File: src/ccv_pkg.sv
package ccv_pkg;

	localparam int CORDIC_STAGES = 16;
	localparam int DATA_WIDTH    = 16;
	localparam int COMP_W        = 16;
	localparam int AW            = 32;
	// Four guard bits cover the CORDIC gain and the diagonal of the unit square.
	localparam int DW            = COMP_W + DATA_WIDTH + 4;
	localparam int ZW            = AW + 2;
	localparam int PW            = COMP_W + AW + 1;
	localparam int STAGE_W       = $clog2(CORDIC_STAGES);
	localparam int ATAN_ENTRIES  = 32;
	localparam int ATAN_IDX_W    = $clog2(ATAN_ENTRIES);
	localparam int COMP_MAX      = 32767;
	localparam int MAG_MAX       = 65535;

	localparam logic [AW-1:0] INV_GAIN = 32'd2608131496;

	localparam int CFG_IDX_W = 2;
	localparam logic [CFG_IDX_W-1:0] REG_INPUT_MODE = 2'd0;
	localparam logic [CFG_IDX_W-1:0] REG_ODD_NEGATE = 2'd1;

	localparam logic [AW-1:0] ATAN_TAB [ATAN_ENTRIES] = '{
		32'd536870912, 32'd316933406, 32'd167458907, 32'd85004756,
		32'd42667331,  32'd21354465,  32'd10679838,  32'd5340245,
		32'd2670163,   32'd1335087,   32'd667544,    32'd333772,
		32'd166886,    32'd83443,     32'd41722,     32'd20861,
		32'd10430,     32'd5215,      32'd2608,      32'd1304,
		32'd652,       32'd326,       32'd163,       32'd81,
		32'd41,        32'd20,        32'd10,        32'd5,
		32'd3,         32'd1,         32'd1,         32'd0
	};

	typedef logic signed [COMP_W-1:0] comp_t;

	typedef struct packed {
		logic  mode;
		logic  neg;
		comp_t a;
		comp_t b;
	} rot_side_t;

	typedef struct packed {
		logic signed [DW-1:0] x;
		logic signed [DW-1:0] y;
		logic signed [ZW-1:0] z;
		rot_side_t            side;
	} rot_t;

	typedef struct packed {
		logic  zero;
		comp_t re;
		comp_t im;
	} vec_side_t;

	typedef struct packed {
		logic signed [DW-1:0] x;
		logic signed [DW-1:0] y;
		logic [AW-1:0]        z;
		vec_side_t            side;
	} vec_t;

	function automatic logic [AW-1:0] stage_angle(input logic [STAGE_W-1:0] i);
		logic [ATAN_IDX_W-1:0] k;
		k = ATAN_IDX_W'(i);
		return ATAN_TAB[k];
	endfunction

endpackage

File: src/ccv_rot_cell.sv
module ccv_rot_cell (
	input  logic                          clk,
	input  logic                          arst_n,
	input  logic                          en,
	input  logic [ccv_pkg::STAGE_W-1:0]   shift,
	input  logic                          in_vld,
	input  ccv_pkg::rot_t                 in_dat,
	output logic                          out_vld,
	output ccv_pkg::rot_t                 out_dat
);
	import ccv_pkg::*;

	logic signed [DW-1:0] xi, yi, dx, dy;
	logic signed [ZW-1:0] ang;
	rot_t                 nxt;
	logic                 vld_s1;
	rot_t                 dat_s1;

	// Rotation mode: steer the residual angle toward zero.
	always_comb begin
		xi  = in_dat.x;
		yi  = in_dat.y;
		dx  = yi >>> shift;
		dy  = xi >>> shift;
		ang = $signed({{(ZW-AW){1'b0}}, stage_angle(shift)});
		nxt = in_dat;
		if (!in_dat.z[ZW-1]) begin
			nxt.x = xi - dx;
			nxt.y = yi + dy;
			nxt.z = in_dat.z - ang;
		end else begin
			nxt.x = xi + dx;
			nxt.y = yi - dy;
			nxt.z = in_dat.z + ang;
		end
	end

	always_ff @(posedge clk or negedge arst_n) begin
		if (!arst_n) begin
			vld_s1 <= 1'b0;
		end else if (en) begin
			vld_s1 <= in_vld;
		end
	end

	always_ff @(posedge clk) begin
		if (en) begin
			dat_s1 <= nxt;
		end
	end

	assign out_vld = vld_s1;
	assign out_dat = dat_s1;

endmodule

File: config.mk
export PLATFORM = sky130hd
export DESIGN_NAME = ccv_rot_cell
export DESIGN_NICKNAME = d
export VERILOG_FILES = /design/src/ccv_pkg.sv /design/src/ccv_rot_cell.sv
export SDC_FILE = /design/constraint.sdc
export NUM_CORES = 1
export LEC_CHECK = 0
export BUFFER_PORTS_ARGS = -buffer_cell sky130_fd_sc_hd__buf_4
export CORE_AREA = 2 2 238 240
export CTS_BUF_LIST = sky130_fd_sc_hd__clkbuf_8 sky130_fd_sc_hd__clkbuf_16
export CTS_CLUSTER_SIZE = 28
export DETAILED_ROUTE_END_ITERATION = 6
export DIE_AREA = 0 0 240 242
export GPL_TIMING_DRIVEN = 0
export SLEW_MARGIN = 10
export SYNTH_ARGS = -nofsm -noshare
export SYNTH_HDL_FRONTEND = slang
export SYNTH_SLANG_ARGS = --single-unit
File: constraint.sdc
create_clock -name clk -period 1.3 [get_ports clk]
set_input_delay 0.13 -clock clk [delete_from_list [all_inputs] [get_ports clk]]
set_output_delay 0.13 -clock clk [all_outputs]
set_load 0.01 [all_outputs]
==> results.ini <==
[status]
status=finished, violations left
violations=hold timing, setup timing

[setup_path]
crit_family=compound AO/OA/AOI/OAI gates
timing.critical_path.slowest_cell_delay_ns=0.52
cp_data_required_time_ns=1.55
rr_endpoint=out_vld
cp_common_cell=buf_12
critPathLaunch=shift[0]
reg2reg_depth=1
r2r_slack_ns=0.51
path_class=input port to flop
cp_num_cells=27
critPathLaunchType=input port
cp-endpoint=out_dat[103]
cp_max_fo=6
cp_slowest_cell=mux4_2
worst-path-buf-inv=11
r2r_start=out_vld
cp-end-kind=flop
worstPathArrival_ns=5.16

[finish]
layout-drive-gt1-share_pct=48.28
final_nets=2554
fillCellCount=5252
area_growth_pct=54.86

[placement]
hpwlAfterDp_um=51370
gp_congestion=0.9418
dpl_worst_slack_ns=-5.051
port_buffers=287

[synthesis]
synth_xor_area_share_pct=9.816
synth_fa_ha_area_share_pct=9.087
async_reset_ff_share_pct=0.7092
postSynthAreaPerCell_um2=9.680
synthesis.area_um2=16490
synthSimpleGateAreaFrac_pct=13.78
synth.area.top_cells=edfxtp_1 (25%), mux4_2 (9.8%), ha_1 (8.7%)
ys_types=88
synth-compound-area-share_pct=18.83
synth_seq_cells=141
syn_inst=1704
synthesis.nets=1970
synth_top_area_share_pct=25.49
synth_top_family_by_area=compound AO/OA/AOI/OAI gates
synth_top_cell_by_area=edfxtp_1
muxShareOfSynthArea_pct=18.74
synth-seq-area-share_pct=25.64
dominantRegCellSynth=edfxtp_1
synth_edf_count=140
yosys_warnings=0

[grt]
grt_pass1_wl_um=103700
grt_max_degree=83
grtUsageTotal_pct=23.88
grt_overflow=0
grt_pass1_vias=16590
antenna_found_initial=5

[die]
die_h_um=242
die-area_um2=58080
rows=87
start_util_pct=29.60
io-pin-count=289
core_area_um2=55730
die_x_um=240

[timing]
layout_setup_ws_ns=-3.616
maxSlewViolCount=0
clock_skew_ns=0
finalCritPeriodShare_pct=378.2
layout_min_cycle_time_ns=4.916
fmax_mhz=203.4
slew_headroom_pct=24.59
rsz0062_at_grt=yes
finalSetupViolCount=106
worst_pin_slew_ns=1.131
holdWs_ns=-0.08567
finalHoldViolCount=2

[route]
drtIter0Drc=1726
ant_nets=0
drc=0
num_vias=17220
finalWirelength_um=72250
firstDrtPassIters=5
wl_per_cell_um=23.62
vias_per_cell=5.629

[clocking]
root_buffer=clkbuf_16
path_clk_slew_ns=0.07
cts_max_level=4
cts_hold_buf=37
clock_sinks=141
cts_tree=built
cts.path.max_buffers=2
insertion_delay_ns=0.50
numCtsBuffers=17

[power]
p_seq_share_pct=23.5
p_clk_share_pct=17.5
swShare_pct=39.50
p_int_mw=17.60
powerDensity_nw_per_um2=1139
vdd_drop_max_mv=0.7719
power_switching_mw=11.49
pwr-share-comb_pct=59.0
power_leakage_nw=10.33

[worst_hold_path]
hold_class=input port to flop

[flow_run]
max-cap-violations=0

## synthesized netlist by cell type, types with 33 or more instances
master / count
edfxtp_1: 140
mux2_2: 38
o21ai_0: 89
nor2_1: 120
inv_1: 56
a21o_1: 51
mux4_2: 72
mux2i_1: 37
xnor2_1: 123
a21oi_1: 145
ha_1: 115
nand2_1: 124
xor2_1: 60
nor3_1: 42
clkbuf_1: 37
a31oi_1: 33
## layer usage
layer  up-vias  global-route usage [%]  share of wire (%)
li1       7695                       -                  -
met1      8507                   30.92                 40
met5         -                       0              0.042
met4         4                   11.27                4.5
met3       166                   4.934                8.3
met2       846                   37.92                 47
## power groups by stage
stage	clock network, mW	logic (mW)	registers (mW)
final	5.09	17.2	6.83
after global routing	5.37	18.3	6.95
after CTS	5.26	15.0	6.85
after floorplan	0	7.79	7.45
after detailed placement	0	12.8	6.92
after global placement	0	12.8	6.91
## final cells by class
cell class | instances | area (µm²) | share of cell area, %
inverter | 57 | 235.2 | 0.9209
tap | 756 | 945.9 | 3.703
multi-input combinational | 1417 | 13690 | 53.58
antenna | 2 | 5.005 | 0.01959
sequential | 141 | 4229 | 16.56
clock buffer | 17 | 425.4 | 1.665
clock inverter | 15 | 152.6 | 0.5976
timing repair buffer | 572 | 4752 | 18.60
buffer | 82 | 1111 | 4.350
## timing repair
item | 4_1_cts | 5_1_grt
gates resized for setup | 279 | 217
setup buffers | 149 | 106
gates cloned | 2 | 0
setup endpoints to repair | 106 | 106
hold endpoints to repair | 40 | 2
pin swaps | 133 | 160
## registers in the layout, indices dropped and copies added, names as in the netlist
name and cells:
out_dat 140, out_vld 1
## metrics by stage
| stage | area [µm²] | total power [mW] | util [%] | setup TNS (ns) | cells |
|---|---|---|---|---|---|
| floorplan | 17310 | 15.24 | - | -272.97 | 1704 |
| global placement | 20410 | 19.67 | 36.61 | -490.41 | 2747 |
| detailed placement | 20440 | 19.73 | 36.67 | -408.87 | 2748 |
| CTS | 23780 | 27.09 | 42.67 | -266.02 | 2961 |
| global route | 25540 | 30.63 | 45.83 | -296.34 | 3059 |
| finish | 25540 | 29.09 | 45.83 | -285.68 | 3059 |
## worst min-delay path by stage
stage	startpoint	to	slack, ns	depth (start not counted)
after floorplan	arst_n	out_vld	-0.17	0
after global placement	arst_n	out_vld	-0.09	1
after detailed placement	arst_n	out_vld	-0.09	1
after CTS	in_dat[34]	out_dat[34]	-0.13	2
after global routing	in_dat[34]	out_dat[34]	-0.1	2
final	in_dat[34]	out_dat[34]	-0.09	2
## logic make-up after synthesis
family	Yosys count
compound gates	484
simple gates	458
xor+xnor	184
mux	173
buf+inv	146
flops	141
fa+ha+maj	118
## placed cells by master (no fill, tap or decap), drive strengths merged, types with 43 or more instances in the layout
cell type	count
inv	65
ha	115
xnor2	124
xor2	60
buf	588
nor3	44
clkbuf	43
a21o	51
mux4	97
a21oi	145
nand2	124
o21ai	94
edfxtp	140
nor2	121
No activity file was read; power rests on OpenSTA's default activity.
