### src/ccv_pkg.sv
package ccv_pkg;

	localparam int CORDIC_STAGES = 16;
	localparam int DATA_WIDTH    = 16;
	localparam int COMP_W        = 16;
	localparam int AW            = 32;
	// Four guard bits cover the CORDIC gain and the diagonal of the unit square.
	localparam int DW            = COMP_W + DATA_WIDTH + 4;
	localparam int ZW            = AW + 2;
	localparam int PW            = COMP_W + AW + 1;
	localparam int STAGE_W       = $clog2(CORDIC_STAGES);
	localparam int ATAN_ENTRIES  = 32;
	localparam int ATAN_IDX_W    = $clog2(ATAN_ENTRIES);
	localparam int COMP_MAX      = 32767;
	localparam int MAG_MAX       = 65535;

	localparam logic [AW-1:0] INV_GAIN = 32'd2608131496;

	localparam int CFG_IDX_W = 2;
	localparam logic [CFG_IDX_W-1:0] REG_INPUT_MODE = 2'd0;
	localparam logic [CFG_IDX_W-1:0] REG_ODD_NEGATE = 2'd1;

	localparam logic [AW-1:0] ATAN_TAB [ATAN_ENTRIES] = '{
		32'd536870912, 32'd316933406, 32'd167458907, 32'd85004756,
		32'd42667331,  32'd21354465,  32'd10679838,  32'd5340245,
		32'd2670163,   32'd1335087,   32'd667544,    32'd333772,
		32'd166886,    32'd83443,     32'd41722,     32'd20861,
		32'd10430,     32'd5215,      32'd2608,      32'd1304,
		32'd652,       32'd326,       32'd163,       32'd81,
		32'd41,        32'd20,        32'd10,        32'd5,
		32'd3,         32'd1,         32'd1,         32'd0
	};

	typedef logic signed [COMP_W-1:0] comp_t;

	typedef struct packed {
		logic  mode;
		logic  neg;
		comp_t a;
		comp_t b;
	} rot_side_t;

	typedef struct packed {
		logic signed [DW-1:0] x;
		logic signed [DW-1:0] y;
		logic signed [ZW-1:0] z;
		rot_side_t            side;
	} rot_t;

	typedef struct packed {
		logic  zero;
		comp_t re;
		comp_t im;
	} vec_side_t;

	typedef struct packed {
		logic signed [DW-1:0] x;
		logic signed [DW-1:0] y;
		logic [AW-1:0]        z;
		vec_side_t            side;
	} vec_t;

	function automatic logic [AW-1:0] stage_angle(input logic [STAGE_W-1:0] i);
		logic [ATAN_IDX_W-1:0] k;
		k = ATAN_IDX_W'(i);
		return ATAN_TAB[k];
	endfunction

endpackage

### src/ccv_vec_cell.sv
module ccv_vec_cell (
	input  logic                          clk,
	input  logic                          arst_n,
	input  logic                          en,
	input  logic [ccv_pkg::STAGE_W-1:0]   shift,
	input  logic                          in_vld,
	input  ccv_pkg::vec_t                 in_dat,
	output logic                          out_vld,
	output ccv_pkg::vec_t                 out_dat
);
	import ccv_pkg::*;

	logic signed [DW-1:0] xi, yi, dx, dy;
	logic [AW-1:0]        ang;
	vec_t                 nxt;
	logic                 vld_s1;
	vec_t                 dat_s1;

	// Vectoring mode: drive y toward zero and accumulate the angle, modulo one turn.
	always_comb begin
		xi  = in_dat.x;
		yi  = in_dat.y;
		dx  = yi >>> shift;
		dy  = xi >>> shift;
		ang = stage_angle(shift);
		nxt = in_dat;
		if (!yi[DW-1]) begin
			nxt.x = xi + dx;
			nxt.y = yi - dy;
			nxt.z = in_dat.z + ang;
		end else begin
			nxt.x = xi - dx;
			nxt.y = yi + dy;
			nxt.z = in_dat.z - ang;
		end
	end

	always_ff @(posedge clk or negedge arst_n) begin
		if (!arst_n) begin
			vld_s1 <= 1'b0;
		end else if (en) begin
			vld_s1 <= in_vld;
		end
	end

	always_ff @(posedge clk) begin
		if (en) begin
			dat_s1 <= nxt;
		end
	end

	assign out_vld = vld_s1;
	assign out_dat = dat_s1;

endmodule

### config.mk
export PLATFORM = sky130hd
export DESIGN_NAME = ccv_vec_cell
export DESIGN_NICKNAME = d
export VERILOG_FILES = /design/src/ccv_pkg.sv /design/src/ccv_vec_cell.sv
export SDC_FILE = /design/constraint.sdc
export NUM_CORES = 1
export LEC_CHECK = 0
export ABC_AREA = 1
export BUFFER_PORTS_ARGS = -buffer_cell sky130_fd_sc_hd__clkbuf_2
export CAP_MARGIN = 20
export CORE_MARGIN = 3
export CORE_UTILIZATION = 50
export DETAILED_ROUTE_END_ITERATION = 8
export PLACE_DENSITY = 0.86
export RECOVER_POWER = 100
export SYNTH_ARGS = -nofsm -noshare
export SYNTH_HDL_FRONTEND = slang
export SYNTH_SLANG_ARGS = --single-unit
export TNS_END_PERCENT = 20
### constraint.sdc
create_clock -name clk -period 0.8 [get_ports clk]
set_input_delay 0.16 -clock clk [delete_from_list [all_inputs] [get_ports clk]]
set_output_delay 0.16 -clock clk [all_outputs]
set_load 0.02 [all_outputs]
==> impl_results.md, run 1 <==
* Post-synth design cell area at 16500 sq um
* Die H at 188 um
* Status: stopped before the end
* Placed cell areas at 23600 sq um
* FF+latch count, synth at 138
* I/O pins at 283
* PortBufs at 282
* Dpl hpwl at 55000 um
* Sinks on the clock net at 138
* Last step reached: global routing
* Syn nets at 2769
* Starting density of the core at 0.516
* Routability cong. at 1.05
* Largest net degree at the start of global routing at 56
* Max clock buf depth at 2
* Share of synthesized flip-flops with an asynchronous set or reset at 0.00725
* Post-synth cell types at 52
* Most common flop cell mapped by yosys: edfxtp_1
* Total gr overflow at 506
* CTS root buffer: clkbuf_16
* Yosys warnings at 0
* H-tree depth at 4
* Tot GR Track Use at 0.873
* Worst EP Category: sequential cell input
* First Err: [ERROR GRT-0232] Routing congestion too high. Check the congestion heatmap in the GUI.
* Post-Syn Instances at 2512
* Syn Area/Cell at 6.58 sq um
* Post-GRT worst EP: out_dat[136]$_DFFE_PP_/D
* Total CTS buffers at 17
* Seq/Total Area, Yosys at 0.250
* EDFF count, synth at 137
* Die extent in x at 188 um
* Rows at 65
## routing by layer
metal | track usage | GRT overflow
met1 | 0.851 | 16
met2 | 0.981 | 262
met3 | 0.798 | 38
met4 | 0.898 | 185
met5 | 0.515 | 5
## kinds of logic after synthesis
| kind of cell | after synthesis | synth area share |
|---|---|---|
| AO/OA/AOI/OAI | 310 | 0.109 |
| adder cells (fa/ha/maj) | 112 | 0.0861 |
| buffers and inverters | 283 | 0.0728 |
| flip-flops | 138 | 0.250 |
| AND/OR/NAND/NOR | 1509 | 0.397 |
| multiplexers | 1 | 0.000681 |
| XOR/XNOR | 159 | 0.0842 |
## per-stage QoR
| stage | setup TNS, ps | setup WS (ps) | instances | utilization |
|---|---|---|---|---|
| global placement | -295340 | -3120 | 3846 | 0.737 |
| detailed placement | -318540 | -3430 | 3846 | 0.737 |
| floorplan | -250600 | -2970 | 2512 | - |
| CTS | -284180 | -2800 | 3975 | 0.828 |
## timing repair
action	4_1_cts
endpoints found under the setup margin	242
hold endpoints to repair	35
cloned	5
pin swaps	105
setup buffers	57
hold buffers	35
resized for setup	338
## synthesized netlist by cell type (13+ instances only)
library cell | n | area, sq um
nand2_1 | 780 | 2930
nand3_1 | 379 | 1900
nor2_1 | 219 | 822
inv_1 | 194 | 728
edfxtp_1 | 137 | 4110
a21oi_1 | 115 | 576
xor2_1 | 114 | 998
ha_1 | 109 | 1360
o21ai_0 | 88 | 440
xnor2_1 | 45 | 394
buf_2 | 29 | 145
nand2_2 | 28 | 175
nand4_1 | 25 | 156
a31oi_1 | 21 | 131
clkbuf_1 | 17 | 63.8
buf_1 | 16 | 60.1
nor3_1 | 16 | 80.1
a21o_1 | 13 | 97.6
o21a_1 | 13 | 97.6
==> run 2: changes to the inputs <==
--- a/config.mk
+++ b/config.mk
@@ -9,9 +9,9 @@
 export BUFFER_PORTS_ARGS = -buffer_cell sky130_fd_sc_hd__clkbuf_2
 export CAP_MARGIN = 20
 export CORE_MARGIN = 3
-export CORE_UTILIZATION = 50
+export CORE_UTILIZATION = 35
 export DETAILED_ROUTE_END_ITERATION = 8
-export PLACE_DENSITY = 0.86
+export PLACE_DENSITY_LB_ADDON = 0.15
 export RECOVER_POWER = 100
 export SYNTH_ARGS = -nofsm -noshare
 export SYNTH_HDL_FRONTEND = slang
==> constraint.sdc (replaced) <==
create_clock -name clk -period 1.05 [get_ports clk]
set_input_delay 0.21 -clock clk [delete_from_list [all_inputs] [get_ports clk]]
set_output_delay 0.21 -clock clk [all_outputs]
set_load 0.02 [all_outputs]
==> impl_results.md, run 2 <==
* Fmax at 0.281 GHz
* Die H at 223 um
* Sinks on the clock net at 138
* Worst slew pin tran at 589 ps
* Initial DRC Count at 1534
* Slew headroom at 0.607
* Sequential share of power at 0.212
* Max VDD drop at 0.997 mV
* Max clock buf depth at 2
* Most frequent cells in the layout: buf_4 (785), nand2_1 (610), clkbuf_2 (272), nand3_1 (228), inv_1 (174)
* Tot GR Track Use at 0.278
* Total gr overflow at 0
* Seq/Total Area, Yosys at 0.250
* Comb power frac at 0.627
* Crit. End Element: flop
* Vias/cell at 5.09
* ANT cells at 0
* Commonest non-fill, non-tap cell in the layout: buf_4
* Setup crit end: out_dat[110]$_DFFE_PP_
* Leakage at 0.0143 uW
* Synth top cells by count: nand2_1 (780), nand3_1 (379), nor2_1 (219)
* Req. time, crit path at 1270 ps
* First drt pass iteration count at 6
* Die extent in x at 223 um
* Most common flop cell mapped by yosys: edfxtp_1
* Worst-path clk slew at 60 ps
* Final WL at 75300 um
* Share of post-route cells with drive strength above 1 at 0.516
* Total power at 38500 uW
* Filler cells at 4295
* Post-synth cell types at 52
* R2r endpoint: out_vld$_DFFE_PN0P_
* PortBufs at 282
* Post-synth design cell area at 16500 sq um
* DR vias at 21636
* Most frequent CP cell: buf_4
* Dominant cell type by area after synthesis: edfxtp_1
* Starting density of the core at 0.355
* EDFF count, synth at 137
* Rows at 79
* Reg2Reg Setup Slack at 300 ps
* Multi-input gate area at 14400 sq um
* Fin crit period at 3560 ps
* Vias in the first global route at 20525
* CTS root buffer: clkbuf_16
* Int Power at 22400 uW
* Dpl hpwl at 58400 um
* Slew Limit Fails at 0
* Yosys warnings at 0
* CP peak stage delay at 310 ps
* Final core occ at 0.635
* Pre-CTS setup slack at -3400 ps
* Die Area at 49900 sq um
* Total CTS buffers at 17
* DRC at 0
* FF+latch count, synth at 138
* Clock power frac at 0.161
* Area Overhead vs Synth at 79.0%
* Nets@finish at 3887
* Cell types occupying the most area after synthesis: edfxtp_1 (25%), nand2_1 (18%), nand3_1 (11%)
* Core box area at 46700 sq um
* I/O pins at 283
* Critical path fanouts, max at 15
* RSZ-0062 raised after global routing: true
* Worst path slowest cell: ha_1
* H-tree depth at 4
* Initial antenna violation count at 0
* Status: finished, violations left
* Crit Path Class: in2reg
* Switching pwr at 16100 uW
* Routability cong. at 0.947
* Sw Share at 0.418
* Reg area at 4140 sq um
* Wire length per cell at 17.7 um
* Largest net degree at the start of global routing at 49
* Worst Reg-to-Reg Cells at 1
* Share of synthesized flip-flops with an asynchronous set or reset at 0.00725
* Syn nets at 2769
* Power per cell area at 1300 nW/um^2
* Worst setup path startpoint: shift[0]
* Max-cap violation count at 0
* Tcrit/Tclk final at 3.39
* Clock Latency Late Sink at 470 ps
* Fin worst setup slack at -2510 ps
* Arrival time at the worst endpoint at 3780 ps
* Endpoints failing setup at 242
* Origin of the critical flop-to-flop path: out_vld$_DFFE_PN0P_
* Clock Skews at 0 ps
* Count leader, synth: nand2_1
* Final hold slack at 49.0 ps
* Failing checks: setup timing
* Area share of the largest cell type after synthesis at 0.249
* Startpoint types: primary input
* Final ANT Viol Nets at 0
* Post-Syn Instances at 2512
* First-pass GRT wire length at 109000 um
* Syn Area/Cell at 6.58 sq um
* Hold Fails Final Rpt at 0
* CTS tree: built
* Max reg flops at 137
* Tightest Hold Check Type: in2async
## run 2: cell counts after synthesis
Identical to the previous run, type by type.
## run 2: kinds of logic (layout without fill, tap and decap cells)
group                    Yosys count  after routing  synth area share
flip-flops                       138            138             0.250
adder cells (fa/ha/maj)          112            112            0.0861
buffers and inverters            283           1414            0.0728
AO/OA/AOI/OAI                    310            310             0.109
multiplexers                       1              1          0.000681
XOR/XNOR                         159            159            0.0842
AND/OR/NAND/NOR                 1509           1509             0.397
## run 2: cell type report
cell class                 instances  area share
clock inverter                    15     0.00537
multi-input combinational       2091       0.488
clock buffer                      17      0.0144
tap                              607      0.0257
sequential                       138       0.140
timing repair buffer            1178       0.300
inverter                         204      0.0273
## run 2: worst min path at each step
stage / cells after the start / slack, ps / endpoint
after floorplan: 0 / -90 / out_vld$_DFFE_PN0P_
after global placement: 1 / -20 / out_vld$_DFFE_PN0P_
final: 2 / 50 / out_vld$_DFFE_PN0P_
after global routing: 2 / 30 / out_vld$_DFFE_PN0P_
after detailed placement: 1 / -10 / out_vld$_DFFE_PN0P_
after CTS: 2 / 7 / out_vld$_DFFE_PN0P_
## run 2: metrics by stage
step,setup TNS [ps],std cells,instance area (sq um)
finish,-229760,4250,29600
global route,-251410,4250,29600
CTS,-231870,4192,26900
detailed placement,-277910,4081,24300
global placement,-274600,4081,24300
floorplan,-231210,2512,16700
## run 2: critical path: cells and delay by family
kind / cells / cell delay [ps]
buffers and inverters: 13 / 1530
and+or+nand+nor: 10 / 1000
adders and majority gates: 2 / 450
xor gates and xnor gates: 2 / 330
AOI/OAI and AO/OA: 2 / 250
## run 2: power groups by stage
stage                     Clock [uW]  Sequential (uW)  Combinational (uW)
final                           6220             8150               24200
after global routing            6570             8260               26000
after CTS                       6390             8170               21600
after detailed placement           0             8290               19800
after global placement             0             8250               19700
after floorplan                    0             9880                8380
## run 2: timing repair
item / in CTS / in global routing
hold buffers: 35 / 0
gates cloned: 2 / 11
pin swaps: 105 / 171
resized for setup: 276 / 549
setup endpoints to repair: 242 / 242
hold endpoints to repair: 35 / 0
buffers inserted: 42 / 47
## run 2: layer usage
metal  vias up  GRT usage  part of all wire
li1      10709          -                 -
met1     10152      0.361              0.44
met2       648      0.481              0.48
met3       127     0.0318             0.046
met4         0     0.0931             0.031
met5         -          0                 0
No activity file was read; power rests on OpenSTA's default activity.
